--- src/rtl/core/mer_pkg.sv ---
// shared constants, types and width helpers for the midpoint ellipse rasterizer
package mer_pkg;

    localparam int unsigned AXIS_W         = 10;
    localparam int unsigned OUT_W          = 10;
    localparam int unsigned COORD_BITS_DEF = 10;
    localparam int unsigned S_TDATA_W      = 8;
    localparam int unsigned M_TDATA_W      = 24;
    localparam int unsigned CFG_IDX_W      = 1;

    localparam logic [AXIS_W-1:0] AXIS_X_RST = 10'd100;
    localparam logic [AXIS_W-1:0] AXIS_Y_RST = 10'd50;

    localparam logic [CFG_IDX_W-1:0] CFG_AXIS_X = 1'b0;
    localparam logic [CFG_IDX_W-1:0] CFG_AXIS_Y = 1'b1;

    // second multiplier operand: big enough for (2x+1)^2 and for a squared axis
    function automatic int unsigned f_mul_b_w(input int unsigned cb);
        return ((2 * cb + 2) > (2 * AXIS_W)) ? (2 * cb + 2) : (2 * AXIS_W);
    endfunction

    function automatic int unsigned f_prod_w(input int unsigned cb);
        return 2 * AXIS_W + f_mul_b_w(cb);
    endfunction

    // room for an eight-times product plus sign
    function automatic int unsigned f_dec_w(input int unsigned cb);
        return f_prod_w(cb) + 4;
    endfunction

    typedef enum logic [1:0] {
        BASE_ACC  = 2'd0,
        BASE_ZERO = 2'd1,
        BASE_DEC  = 2'd2
    } t_base;

    typedef enum logic [1:0] {
        SH_0 = 2'd0,
        SH_2 = 2'd1,
        SH_3 = 2'd2
    } t_shift;

    typedef struct packed {
        logic   en;
        t_base  base;
        logic   use_prod;
        t_shift shift;
        logic   neg;
    } t_acc_ctl;

    typedef struct packed {
        logic             valid;
        logic [OUT_W-1:0] x;
        logic [OUT_W-1:0] y;
        logic             r2;
        logic             fin;
    } t_res;

endpackage

--- src/rtl/core/mer_mac.sv ---
// shared multiplier with registered product and signed shift-accumulate adder
module mer_mac #(
    parameter int unsigned COORD_BITS = mer_pkg::COORD_BITS_DEF
) (
    input  logic                                                i_clk,
    input  logic                                                i_mul_en,
    input  logic [2*mer_pkg::AXIS_W-1:0]                        i_mul_a,
    input  logic [mer_pkg::f_mul_b_w(COORD_BITS)-1:0]           i_mul_b,
    input  mer_pkg::t_acc_ctl                                   i_ctl,
    input  logic signed [mer_pkg::f_dec_w(COORD_BITS)-1:0]      i_dec,
    input  logic [2*mer_pkg::AXIS_W-1:0]                        i_aux,
    output logic [mer_pkg::f_prod_w(COORD_BITS)-1:0]            o_prod,
    output logic signed [mer_pkg::f_dec_w(COORD_BITS)-1:0]      o_acc
);
    import mer_pkg::*;

    localparam int unsigned PW = f_prod_w(COORD_BITS);
    localparam int unsigned DW = f_dec_w(COORD_BITS);

    logic [PW-1:0]        r_prod;
    logic signed [DW-1:0] r_acc;
    logic signed [DW-1:0] n_acc;
    logic signed [DW-1:0] term_raw;
    logic signed [DW-1:0] term_sh;
    logic signed [DW-1:0] term;
    logic signed [DW-1:0] base;

    always_comb begin
        term_raw = i_ctl.use_prod ? signed'(DW'(r_prod)) : signed'(DW'(i_aux));
        case (i_ctl.shift)
            SH_0:    term_sh = term_raw;
            SH_2:    term_sh = term_raw <<< 2;
            SH_3:    term_sh = term_raw <<< 3;
            default: term_sh = term_raw;
        endcase
        term = i_ctl.neg ? -term_sh : term_sh;
        case (i_ctl.base)
            BASE_ACC:  base = r_acc;
            BASE_ZERO: base = '0;
            BASE_DEC:  base = i_dec;
            default:   base = '0;
        endcase
        n_acc = base + term;
    end

    always_ff @(posedge i_clk) begin
        if (i_mul_en) begin
            r_prod <= i_mul_a * i_mul_b;
        end
        if (i_ctl.en) begin
            r_acc <= n_acc;
        end
    end

    assign o_prod = r_prod;
    assign o_acc  = r_acc;

endmodule

--- src/rtl/core/mer_seq.sv ---
// step sequencer: point state, decision value and micro-op control of the shared unit
module mer_seq #(
    parameter int unsigned COORD_BITS = mer_pkg::COORD_BITS_DEF
) (
    input  logic                                                i_clk,
    input  logic                                                i_rst_n,
    input  logic                                                i_start,
    input  logic                                                i_restart,
    input  logic [mer_pkg::AXIS_W-1:0]                          i_axis_x,
    input  logic [mer_pkg::AXIS_W-1:0]                          i_axis_y,
    input  logic                                                i_take,
    output logic                                                o_ready,
    output mer_pkg::t_res                                       o_res,
    output logic                                                o_mul_en,
    output logic [2*mer_pkg::AXIS_W-1:0]                        o_mul_a,
    output logic [mer_pkg::f_mul_b_w(COORD_BITS)-1:0]           o_mul_b,
    output mer_pkg::t_acc_ctl                                   o_ctl,
    output logic signed [mer_pkg::f_dec_w(COORD_BITS)-1:0]      o_dec,
    output logic [2*mer_pkg::AXIS_W-1:0]                        o_aux,
    input  logic [mer_pkg::f_prod_w(COORD_BITS)-1:0]            i_prod,
    input  logic signed [mer_pkg::f_dec_w(COORD_BITS)-1:0]      i_acc
);
    import mer_pkg::*;

    localparam int unsigned MA = 2 * AXIS_W;
    localparam int unsigned MB = f_mul_b_w(COORD_BITS);
    localparam int unsigned DW = f_dec_w(COORD_BITS);

    typedef enum logic [23:0] {
        ST_IDLE = 24'h000001,
        ST_SQA  = 24'h000002,
        ST_SQB  = 24'h000004,
        ST_SQW  = 24'h000008,
        ST_RS1  = 24'h000010,
        ST_RS2  = 24'h000020,
        ST_C1   = 24'h000040,
        ST_C2   = 24'h000080,
        ST_C3   = 24'h000100,
        ST_R1A  = 24'h000200,
        ST_R1B  = 24'h000400,
        ST_R1C  = 24'h000800,
        ST_S1   = 24'h001000,
        ST_S2   = 24'h002000,
        ST_S3   = 24'h004000,
        ST_S4   = 24'h008000,
        ST_S5   = 24'h010000,
        ST_S6   = 24'h020000,
        ST_S7   = 24'h040000,
        ST_T1   = 24'h080000,
        ST_T2   = 24'h100000,
        ST_T3   = 24'h200000,
        ST_WB   = 24'h400000,
        ST_OUT  = 24'h800000
    } t_state;

    t_state                r_state, n_state;
    logic                  r_restart, n_restart;
    logic [COORD_BITS-1:0] r_x, n_x;
    logic [COORD_BITS-1:0] r_y, n_y;
    logic signed [DW-1:0]  r_dec, n_dec;
    logic                  r_r2, n_r2;
    logic                  r_done, n_done;
    logic                  r_move, n_move;
    logic [MA-1:0]         r_a2, n_a2;
    logic [MA-1:0]         r_b2, n_b2;
    logic [MB-1:0]         r_sq, n_sq;

    logic [COORD_BITS-1:0] x_inc;
    logic [COORD_BITS-1:0] y_dec;
    logic [COORD_BITS:0]   tx;
    logic                  dec_neg;
    logic                  dec_le0;
    logic                  acc_le0;

    always_comb begin
        x_inc   = (r_x == {COORD_BITS{1'b1}}) ? r_x : r_x + COORD_BITS'(1);
        y_dec   = r_y - COORD_BITS'(1);
        tx      = {r_x, 1'b1};
        dec_neg = r_dec[DW-1];
        dec_le0 = dec_neg || (r_dec == '0);
        acc_le0 = i_acc[DW-1] || (i_acc == '0);
    end

    always_comb begin
        n_state   = r_state;
        n_restart = r_restart;
        n_x       = r_x;
        n_y       = r_y;
        n_dec     = r_dec;
        n_r2      = r_r2;
        n_done    = r_done;
        n_move    = r_move;
        n_a2      = r_a2;
        n_b2      = r_b2;
        n_sq      = r_sq;
        o_mul_en  = 1'b0;
        o_mul_a   = '0;
        o_mul_b   = '0;
        o_aux     = '0;
        o_ctl     = '{en: 1'b0, base: BASE_ACC, use_prod: 1'b1, shift: SH_0, neg: 1'b0};

        unique case (r_state)
            ST_IDLE: begin
                if (i_start) begin
                    n_restart = i_restart;
                    if (i_restart) begin
                        n_state = ST_SQA;
                    end else if (r_done) begin
                        n_state = ST_OUT;
                    end else if (r_y == '0) begin
                        n_done  = 1'b1;
                        n_state = ST_OUT;
                    end else begin
                        n_state = ST_SQA;
                    end
                end
            end
            ST_SQA: begin
                o_mul_en = 1'b1;
                o_mul_a  = MA'(i_axis_x);
                o_mul_b  = MB'(i_axis_x);
                n_state  = ST_SQB;
            end
            ST_SQB: begin
                o_mul_en = 1'b1;
                o_mul_a  = MA'(i_axis_y);
                o_mul_b  = MB'(i_axis_y);
                n_a2     = i_prod[MA-1:0];
                n_state  = ST_SQW;
            end
            ST_SQW: begin
                n_b2     = i_prod[MA-1:0];
                o_mul_en = 1'b1;
                o_mul_a  = r_a2;
                if (r_restart) begin
                    // start value: a2 + 4 b2 - 4 a2 b
                    o_mul_b = MB'(i_axis_y);
                    o_aux   = r_a2;
                    o_ctl   = '{en: 1'b1, base: BASE_ZERO, use_prod: 1'b0, shift: SH_0,
                                neg: 1'b0};
                    n_state = ST_RS1;
                end else begin
                    o_mul_b = MB'(r_y);
                    n_state = ST_C1;
                end
            end
            ST_RS1: begin
                o_aux   = r_b2;
                o_ctl   = '{en: 1'b1, base: BASE_ACC, use_prod: 1'b0, shift: SH_2, neg: 1'b0};
                n_x     = '0;
                n_y     = COORD_BITS'(i_axis_y);
                n_r2    = 1'b0;
                n_state = ST_RS2;
            end
            ST_RS2: begin
                o_ctl   = '{en: 1'b1, base: BASE_ACC, use_prod: 1'b1, shift: SH_2, neg: 1'b1};
                n_state = ST_WB;
            end
            ST_C1: begin
                // region test: b2 x - a2 y <= 0
                o_mul_en = 1'b1;
                o_mul_a  = r_b2;
                o_mul_b  = MB'(r_x);
                o_ctl    = '{en: 1'b1, base: BASE_ZERO, use_prod: 1'b1, shift: SH_0, neg: 1'b1};
                n_state  = ST_C2;
            end
            ST_C2: begin
                o_ctl   = '{en: 1'b1, base: BASE_ACC, use_prod: 1'b1, shift: SH_0, neg: 1'b0};
                n_state = ST_C3;
            end
            ST_C3: begin
                if (!r_r2 && acc_le0) begin
                    n_state = ST_R1A;
                end else if (!r_r2) begin
                    n_state = ST_S1;
                end else begin
                    n_state = ST_T1;
                end
            end
            ST_R1A: begin
                n_x = x_inc;
                if (!dec_neg) begin
                    n_y = y_dec;
                end
                o_mul_en = 1'b1;
                o_mul_a  = r_b2;
                o_mul_b  = MB'(x_inc);
                o_aux    = r_b2;
                o_ctl    = '{en: 1'b1, base: BASE_DEC, use_prod: 1'b0, shift: SH_2, neg: 1'b0};
                n_state  = ST_R1B;
            end
            ST_R1B: begin
                o_mul_en = 1'b1;
                o_mul_a  = r_a2;
                o_mul_b  = MB'(r_y);
                o_ctl    = '{en: 1'b1, base: BASE_ACC, use_prod: 1'b1, shift: SH_3, neg: 1'b0};
                n_state  = dec_neg ? ST_WB : ST_R1C;
            end
            ST_R1C: begin
                o_ctl   = '{en: 1'b1, base: BASE_ACC, use_prod: 1'b1, shift: SH_3, neg: 1'b1};
                n_state = ST_WB;
            end
            ST_S1: begin
                // region switch: b2 (2x+1)^2 + 4 a2 (y-1)^2 - 4 a2 b2
                n_r2     = 1'b1;
                o_mul_en = 1'b1;
                o_mul_a  = MA'(tx);
                o_mul_b  = MB'(tx);
                n_state  = ST_S2;
            end
            ST_S2: begin
                n_sq     = i_prod[MB-1:0];
                o_mul_en = 1'b1;
                o_mul_a  = MA'(y_dec);
                o_mul_b  = MB'(y_dec);
                n_state  = ST_S3;
            end
            ST_S3: begin
                n_sq     = i_prod[MB-1:0];
                o_mul_en = 1'b1;
                o_mul_a  = r_b2;
                o_mul_b  = r_sq;
                n_state  = ST_S4;
            end
            ST_S4: begin
                o_mul_en = 1'b1;
                o_mul_a  = r_a2;
                o_mul_b  = r_sq;
                o_ctl    = '{en: 1'b1, base: BASE_ZERO, use_prod: 1'b1, shift: SH_0, neg: 1'b0};
                n_state  = ST_S5;
            end
            ST_S5: begin
                o_mul_en = 1'b1;
                o_mul_a  = r_a2;
                o_mul_b  = MB'(r_b2);
                o_ctl    = '{en: 1'b1, base: BASE_ACC, use_prod: 1'b1, shift: SH_2, neg: 1'b0};
                n_state  = ST_S6;
            end
            ST_S6: begin
                o_ctl   = '{en: 1'b1, base: BASE_ACC, use_prod: 1'b1, shift: SH_2, neg: 1'b1};
                n_state = ST_S7;
            end
            ST_S7: begin
                n_dec   = i_acc;
                n_state = ST_T1;
            end
            ST_T1: begin
                n_move = dec_le0;
                if (dec_le0) begin
                    n_x = x_inc;
                end
                n_y      = y_dec;
                o_mul_en = 1'b1;
                o_mul_a  = r_a2;
                o_mul_b  = MB'(y_dec);
                o_aux    = r_a2;
                o_ctl    = '{en: 1'b1, base: BASE_DEC, use_prod: 1'b0, shift: SH_2, neg: 1'b0};
                n_state  = ST_T2;
            end
            ST_T2: begin
                o_mul_en = 1'b1;
                o_mul_a  = r_b2;
                o_mul_b  = MB'(r_x);
                o_ctl    = '{en: 1'b1, base: BASE_ACC, use_prod: 1'b1, shift: SH_3, neg: 1'b1};
                n_state  = r_move ? ST_T3 : ST_WB;
            end
            ST_T3: begin
                o_ctl   = '{en: 1'b1, base: BASE_ACC, use_prod: 1'b1, shift: SH_3, neg: 1'b0};
                n_state = ST_WB;
            end
            ST_WB: begin
                n_dec = i_acc;
                if (r_y == '0) begin
                    n_done = 1'b1;
                end else if (r_restart) begin
                    n_done = 1'b0;
                end
                n_state = ST_OUT;
            end
            ST_OUT: begin
                if (i_take) begin
                    n_state = ST_IDLE;
                end
            end
            default: begin
                n_state = ST_IDLE;
            end
        endcase
    end

    always_ff @(posedge i_clk) begin
        if (!i_rst_n) begin
            r_state <= ST_IDLE;
            r_x     <= '0;
            r_y     <= '0;
            r_dec   <= '0;
            r_r2    <= 1'b0;
            r_done  <= 1'b1;
        end else begin
            r_state <= n_state;
            r_x     <= n_x;
            r_y     <= n_y;
            r_dec   <= n_dec;
            r_r2    <= n_r2;
            r_done  <= n_done;
        end
    end

    always_ff @(posedge i_clk) begin
        r_restart <= n_restart;
        r_move    <= n_move;
        r_a2      <= n_a2;
        r_b2      <= n_b2;
        r_sq      <= n_sq;
    end

    assign o_ready   = (r_state == ST_IDLE);
    assign o_dec     = r_dec;
    assign o_res.valid = (r_state == ST_OUT);
    assign o_res.x   = OUT_W'(r_x);
    assign o_res.y   = OUT_W'(r_y);
    assign o_res.r2  = r_r2;
    assign o_res.fin = r_done;

endmodule

--- src/rtl/core/midpoint_ellipse_rasterizer.sv ---
// top level of the midpoint ellipse quadrant generator
//
// Generates the first-quadrant points of an ellipse with the two-region midpoint
// scheme. Write the semi-axes through the config port (index 0 horizontal, index
// 1 vertical, reset 100 and 50), send an item with restart set to load (0, ry),
// then send advance items; each item gives exactly one result with the new point,
// the region flag and finished (on tlast). Once finished, advances return the held
// point unchanged. Axes above 2^COORD_BITS-1 are clamped, and x stops there too.
// One item at a time is in work. Every product comes from the single shared
// multiplier, whose product is registered and feeds the decision accumulator in
// the following cycle; the squared axes are re-formed for every item from the live
// register values. The output register frees the sequencer as soon as a result is
// loaded, so the next item is taken while it waits downstream.
module midpoint_ellipse_rasterizer #(
    parameter int unsigned COORD_BITS = mer_pkg::COORD_BITS_DEF
) (
    input  logic                              i_clk,
    input  logic                              i_rst_n,
    // config write port
    input  logic                              i_cfg_we,
    input  logic [mer_pkg::CFG_IDX_W-1:0]     i_cfg_addr,
    input  logic [mer_pkg::AXIS_W-1:0]        i_cfg_data,
    // input items
    input  logic                              s_axis_tvalid,
    output logic                              s_axis_tready,
    input  logic [mer_pkg::S_TDATA_W-1:0]     s_axis_tdata,  // [0] restart, [7:1] zero
    // result items
    output logic                              m_axis_tvalid,
    input  logic                              m_axis_tready,
    output logic [mer_pkg::M_TDATA_W-1:0]     m_axis_tdata,  // [9:0] point_x, [19:10]
                                                             // point_y, [20] in_region_two,
                                                             // [23:21] zero
    output logic                              m_axis_tlast   // finished
);
    import mer_pkg::*;

    localparam int unsigned MA = 2 * AXIS_W;
    localparam int unsigned MB = f_mul_b_w(COORD_BITS);
    localparam int unsigned PW = f_prod_w(COORD_BITS);
    localparam int unsigned DW = f_dec_w(COORD_BITS);
    // largest axis the coordinates can hold
    localparam int unsigned SAT_MAX = (COORD_BITS < AXIS_W) ? ((2 ** COORD_BITS) - 1)
                                                            : ((2 ** AXIS_W) - 1);
    localparam int unsigned PAD_W = M_TDATA_W - 2 * OUT_W - 1;

    // config registers
    logic [AXIS_W-1:0] r_axis_x;
    logic [AXIS_W-1:0] r_axis_y;
    logic [AXIS_W-1:0] axis_x_sat;
    logic [AXIS_W-1:0] axis_y_sat;

    // sequencer to shared unit
    logic                 mul_en;
    logic [MA-1:0]        mul_a;
    logic [MB-1:0]        mul_b;
    t_acc_ctl             acc_ctl;
    logic signed [DW-1:0] dec;
    logic [MA-1:0]        aux;
    logic [PW-1:0]        prod;
    logic signed [DW-1:0] acc;

    // result handoff
    t_res              res;
    logic              seq_ready;
    logic              take;
    logic              r_out_valid;
    logic [OUT_W-1:0]  r_out_x;
    logic [OUT_W-1:0]  r_out_y;
    logic              r_out_r2;
    logic              r_out_fin;

    always_ff @(posedge i_clk) begin
        if (!i_rst_n) begin
            r_axis_x <= AXIS_X_RST;
            r_axis_y <= AXIS_Y_RST;
        end else if (i_cfg_we) begin
            unique case (i_cfg_addr)
                CFG_AXIS_X: r_axis_x <= i_cfg_data;
                CFG_AXIS_Y: r_axis_y <= i_cfg_data;
            endcase
        end
    end

    // clamp axes to the coordinate range
    assign axis_x_sat = (r_axis_x > AXIS_W'(SAT_MAX)) ? AXIS_W'(SAT_MAX) : r_axis_x;
    assign axis_y_sat = (r_axis_y > AXIS_W'(SAT_MAX)) ? AXIS_W'(SAT_MAX) : r_axis_y;

    assign s_axis_tready = seq_ready;

    mer_seq #(
        .COORD_BITS (COORD_BITS)
    ) u_seq (
        .i_clk     (i_clk),
        .i_rst_n   (i_rst_n),
        .i_start   (s_axis_tvalid && seq_ready),
        .i_restart (s_axis_tdata[0]),
        .i_axis_x  (axis_x_sat),
        .i_axis_y  (axis_y_sat),
        .i_take    (take),
        .o_ready   (seq_ready),
        .o_res     (res),
        .o_mul_en  (mul_en),
        .o_mul_a   (mul_a),
        .o_mul_b   (mul_b),
        .o_ctl     (acc_ctl),
        .o_dec     (dec),
        .o_aux     (aux),
        .i_prod    (prod),
        .i_acc     (acc)
    );

    mer_mac #(
        .COORD_BITS (COORD_BITS)
    ) u_mac (
        .i_clk    (i_clk),
        .i_mul_en (mul_en),
        .i_mul_a  (mul_a),
        .i_mul_b  (mul_b),
        .i_ctl    (acc_ctl),
        .i_dec    (dec),
        .i_aux    (aux),
        .o_prod   (prod),
        .o_acc    (acc)
    );

    // output register: a result moves in when the slot is empty or draining
    assign take = res.valid && (!r_out_valid || m_axis_tready);

    always_ff @(posedge i_clk) begin
        if (!i_rst_n) begin
            r_out_valid <= 1'b0;
        end else if (take) begin
            r_out_valid <= 1'b1;
        end else if (m_axis_tready) begin
            r_out_valid <= 1'b0;
        end
    end

    always_ff @(posedge i_clk) begin
        if (take) begin
            r_out_x   <= res.x;
            r_out_y   <= res.y;
            r_out_r2  <= res.r2;
            r_out_fin <= res.fin;
        end
    end

    assign m_axis_tvalid = r_out_valid;
    assign m_axis_tdata  = {{PAD_W{1'b0}}, r_out_r2, r_out_y, r_out_x};
    assign m_axis_tlast  = r_out_fin;

endmodule

--- config.mk ---
export PLATFORM = sky130hd
export DESIGN_NAME = midpoint_ellipse_rasterizer
export DESIGN_NICKNAME = d
export VERILOG_FILES = /design/src/rtl/core/mer_pkg.sv /design/src/rtl/core/mer_mac.sv /design/src/rtl/core/mer_seq.sv /design/src/rtl/core/midpoint_ellipse_rasterizer.sv
export SDC_FILE = /design/constraint.sdc
export NUM_CORES = 2
export LEC_CHECK = 0
export ABC_AREA = 1
export BUFFER_PORTS_ARGS = -buffer_cell sky130_fd_sc_hd__buf_2
export CAP_MARGIN = 10
export CORE_ASPECT_RATIO = 1.25
export CORE_MARGIN = 10
export CORE_UTILIZATION = 55
export DETAILED_ROUTE_END_ITERATION = 10
export GPL_TIMING_DRIVEN = 1
export PLACE_DENSITY = 0.74
export SLEW_MARGIN = 20
export SYNTH_ARGS = -nofsm -noshare
export SYNTH_HDL_FRONTEND = slang
export SYNTH_HIERARCHICAL = 1
export SYNTH_SLANG_ARGS = --single-unit
--- constraint.sdc ---
create_clock -name i_clk -period 7 [get_ports i_clk]
set_clock_uncertainty 0.05 [all_clocks]
set_input_delay 1.4 -clock i_clk [delete_from_list [all_inputs] [get_ports i_clk]]
set_output_delay 1.4 -clock i_clk [all_outputs]
set_load 0.02 [all_outputs]
==> metrics.md <==
| Metric | Value |
|---|---|
| Outcome | `finished, violations left` |
| Failing checks | `setup timing` |
| Yosys warns | `6` |
| RSZ-0062 raised after global routing | `yes` |
| P&R area growth vs syn | `27.7%` |
| Drc violations | `0` |
| Max Freq | `0.129 GHz` |
| Final WL | `about 120000 um` |
| Synth top area share | `0.206` |
| First drt pass iteration count | `6` |
| CP most frequent cell | `fa_1` |
| Drt wl/cell | `19.3 um` |
| R2R depth | `37` |
| Clk Latency, worst-skew pair | `0.60 ns` |
| Crit Path Max Fanout | `8` |
| Slew margin rel. | `0.289` |
| Fin crit share | `1.11` |
| Final min period | `approximately 7.7 ns` |
| Number of global-route vias before repair | `34000` |
| Worst r2r src | `u_seq/r_state[13]` |
| Post-synthesis sequential area ratio | `0.215` |
| Setup WS pre-CTS | `-0.843 ns` |
| Crit path capture type | `flip-flop` |
| Critical path's largest stage delay | `0.54 ns` |
| CP top delay family | `adder cells` |
| CTS Sinks | `287` |
| GRT Total Usage | `0.304` |
| Root Buffer | `clkbuf_16` |
| Starting density of the core | `0.553` |
| Clock Path Buffers | `3` |
| Die area | `73800 sq um` |
| Final #Nets | `a little under 6000` |
| # rows | `roughly 100` |
| Ys async rst share | `0` |
| Vias | `34000` |
| Largest area contributor in the netlist | `fa_1` |
| WP data required | `7.28 ns` |
| Final GP Congestion | `1.01` |
| Main flop type after synthesis | `edfxtp_1` |
| CP Launch Type | `flip-flop` |
| Final hold slack | `0.410 ns` |
| Layout cell share with drive strength beyond 1 | `0.245` |
| TritonCTS clock tree | `built` |
| Cells after Synth | `4833` |
| WP data arrival | `8.02 ns` |
| # IOs | `51` |
| Setup WS post-layout | `-0.739 ns` |
| Fin. Hold Viols | `0` |
| Post-synth EDFFs | `174` |
| Power Density | `98.6 nW/um^2` |
| Leak pwr | `23.0 nW` |
| Slew Viols, Final | `0` |
| Initial antenna violation count | `0` |
| Avg Cell Area, Syn | `a little over 7 sq um` |
| Largest net degree at the start of global routing | `99` |
| Clk pin slew, worst setup/hold paths | `0.07 ns` |
| Peak supply drop | `0.170 mV` |
| Setup slack on the worst flop-to-flop path | `-0.74 ns` |
| Synthesized area | `34800 sq um` |
| Crit path from | `u_seq/r_state[13]` |
| Crit-path slowest cell | `fa_1` |
| Via/cell ratio | `between 5 and 6` |
| Cell with the most instances after synthesis | `nand2_1` |
| Synth unique cells | `60` |
| Hold Path Sink | `r_axis_x[6]` |
| # port buffers | `40` |
| Setup violators final | `33` |
| Core area | `62900 sq um` |
| Antenna Cells | `0` |
| HPWL Detailed | `89800 um` |
| Grt ovf | `0` |
| DR iter-0 viols | `about 2700` |
| RR Endpoint | `u_mac/o_prod[39]` |
| H-tree levels | `1` |
| CTS Buf Count | `27` |
| Stages on the worst setup path | `37` |
| Hold Path Stages | `2` |
| Main area contributors after synthesis | `fa_1, edfxtp_1, nand2_1` |
| Post-route antenna net violation count | `0` |
| Max capacitance violation total | `0` |
| Worst setup path class | `flip-flop to flip-flop` |
| Die H | `301 um` |
| Hold_sp | `r_axis_x[6]` |
| Worst Path Buf+Inv | `12` |
| Synth top cells by count | `nand2_1, inv_1, nor2_1` |
| Die width | `245 um` |
| Min-Delay Path Class | `flip-flop to flip-flop` |
| Flip-flop and latch count after synthesis | `around 290` |
| Global-route wire length before repair | `178000 um` |
| Worst Max-Slew Pin Slew | `roughly 1.1 ns` |
worst max-delay path by stage:
stage,endpoint,slack (ns)
floorplan,u_mac/o_prod[41],0.001
global placement,u_mac/o_prod[41],-0.75
detailed placement,u_mac/o_prod[37],-0.84
CTS,u_mac/o_prod[37],-0.41
global route,u_mac/o_prod[33],-0.86
finish,u_mac/o_prod[39],-0.74
through the flow:
step / cell area [sq um] / setup TNS (ns) / power, mW / std cells / utilization
finish: 44400 / -14.49 / 4.38 / 6204 / 0.706
global route: 44400 / -19.80 / 4.52 / 6204 / 0.706
CTS: 42300 / -9.68 / 4.31 / 6148 / 0.673
detailed placement: 39700 / -20.58 / 2.67 / 6035 / 0.631
global placement: 39700 / -18.35 / 2.66 / 6035 / 0.631
floorplan: 35200 / 0 / 2.38 / 4835 / -
tightest hold or removal path, stage by stage, from the launching register on:
cell,delay [ns]
dfxtp_1,0.33
nand2_1,0.05
nand3_1,0.05
layout make-up:
type / count / area, sq um
inverter: 1005 / 3820
clock buffer: 28 / 679
fill: 4853 / 18500
multi-input combinational: 3346 / 24900
clock inverter: 22 / 284
tap: 840 / 1050
sequential: 287 / 7520
timing repair buffer: 676 / 6130
layer usage:
layer  global-route usage  vias up  part of all wire
met5                    0        -                 0
met4                0.161        0             0.070
met3               0.0300      512             0.063
met2                0.555     1437              0.51
met1                0.345    16300              0.36
li1                     -    15800                 -
sequential cells by signal (all words and copies together), names as in the netlist, 10 cells and up:
name / cells
r_axis_x: 10
r_axis_y: 10
r_out_x: 10
r_out_y: 10
u_mac/o_acc: 46
u_mac/o_prod: 42
u_seq/o_dec: 46
u_seq/r_a2: 20
u_seq/r_b2: 20
u_seq/r_sq: 22
u_seq/r_state: 24
u_seq/r_x: 10
u_seq/r_y: 10
cell families after synthesis:
group,share of synthesized area
buf+inv,0.136
xor+xnor,0.0315
other cells,0.000108
fa+ha+maj,0.279
flops,0.215
simple gates,0.257
compound gates,0.0820
report_power, final:
group | leakage, nW | switching, mW | internal [mW]
logic | 20.1 | 0.535 | 0.310
clock network | 0.454 | 0.733 | 0.881
registers | 2.44 | 0.0541 | 1.87
what timing repair did:
action	4_1_cts	5_1_grt
resized for setup	278	409
gates cloned	5	6
hold buffers	0	0
pin swaps	107	136
endpoints found under the hold margin	0	0
buffers inserted	62	56
endpoints found under the setup margin	34	34
placed cells by master (no fill, tap or decap), drive strengths merged, types with 39 or more instances in the layout:
cell    netlist  routed
ha          203     203
nor2        499     499
xor2         89      89
a21oi       164     164
nand2      1264    1264
nand3       267     267
o21ai       260     260
buf          54     669
nand4        39      39
edfxtp      174     174
dfxtp       113     113
fa          357     357
inv        1002    1008
(Power assumes the default switching activity.)
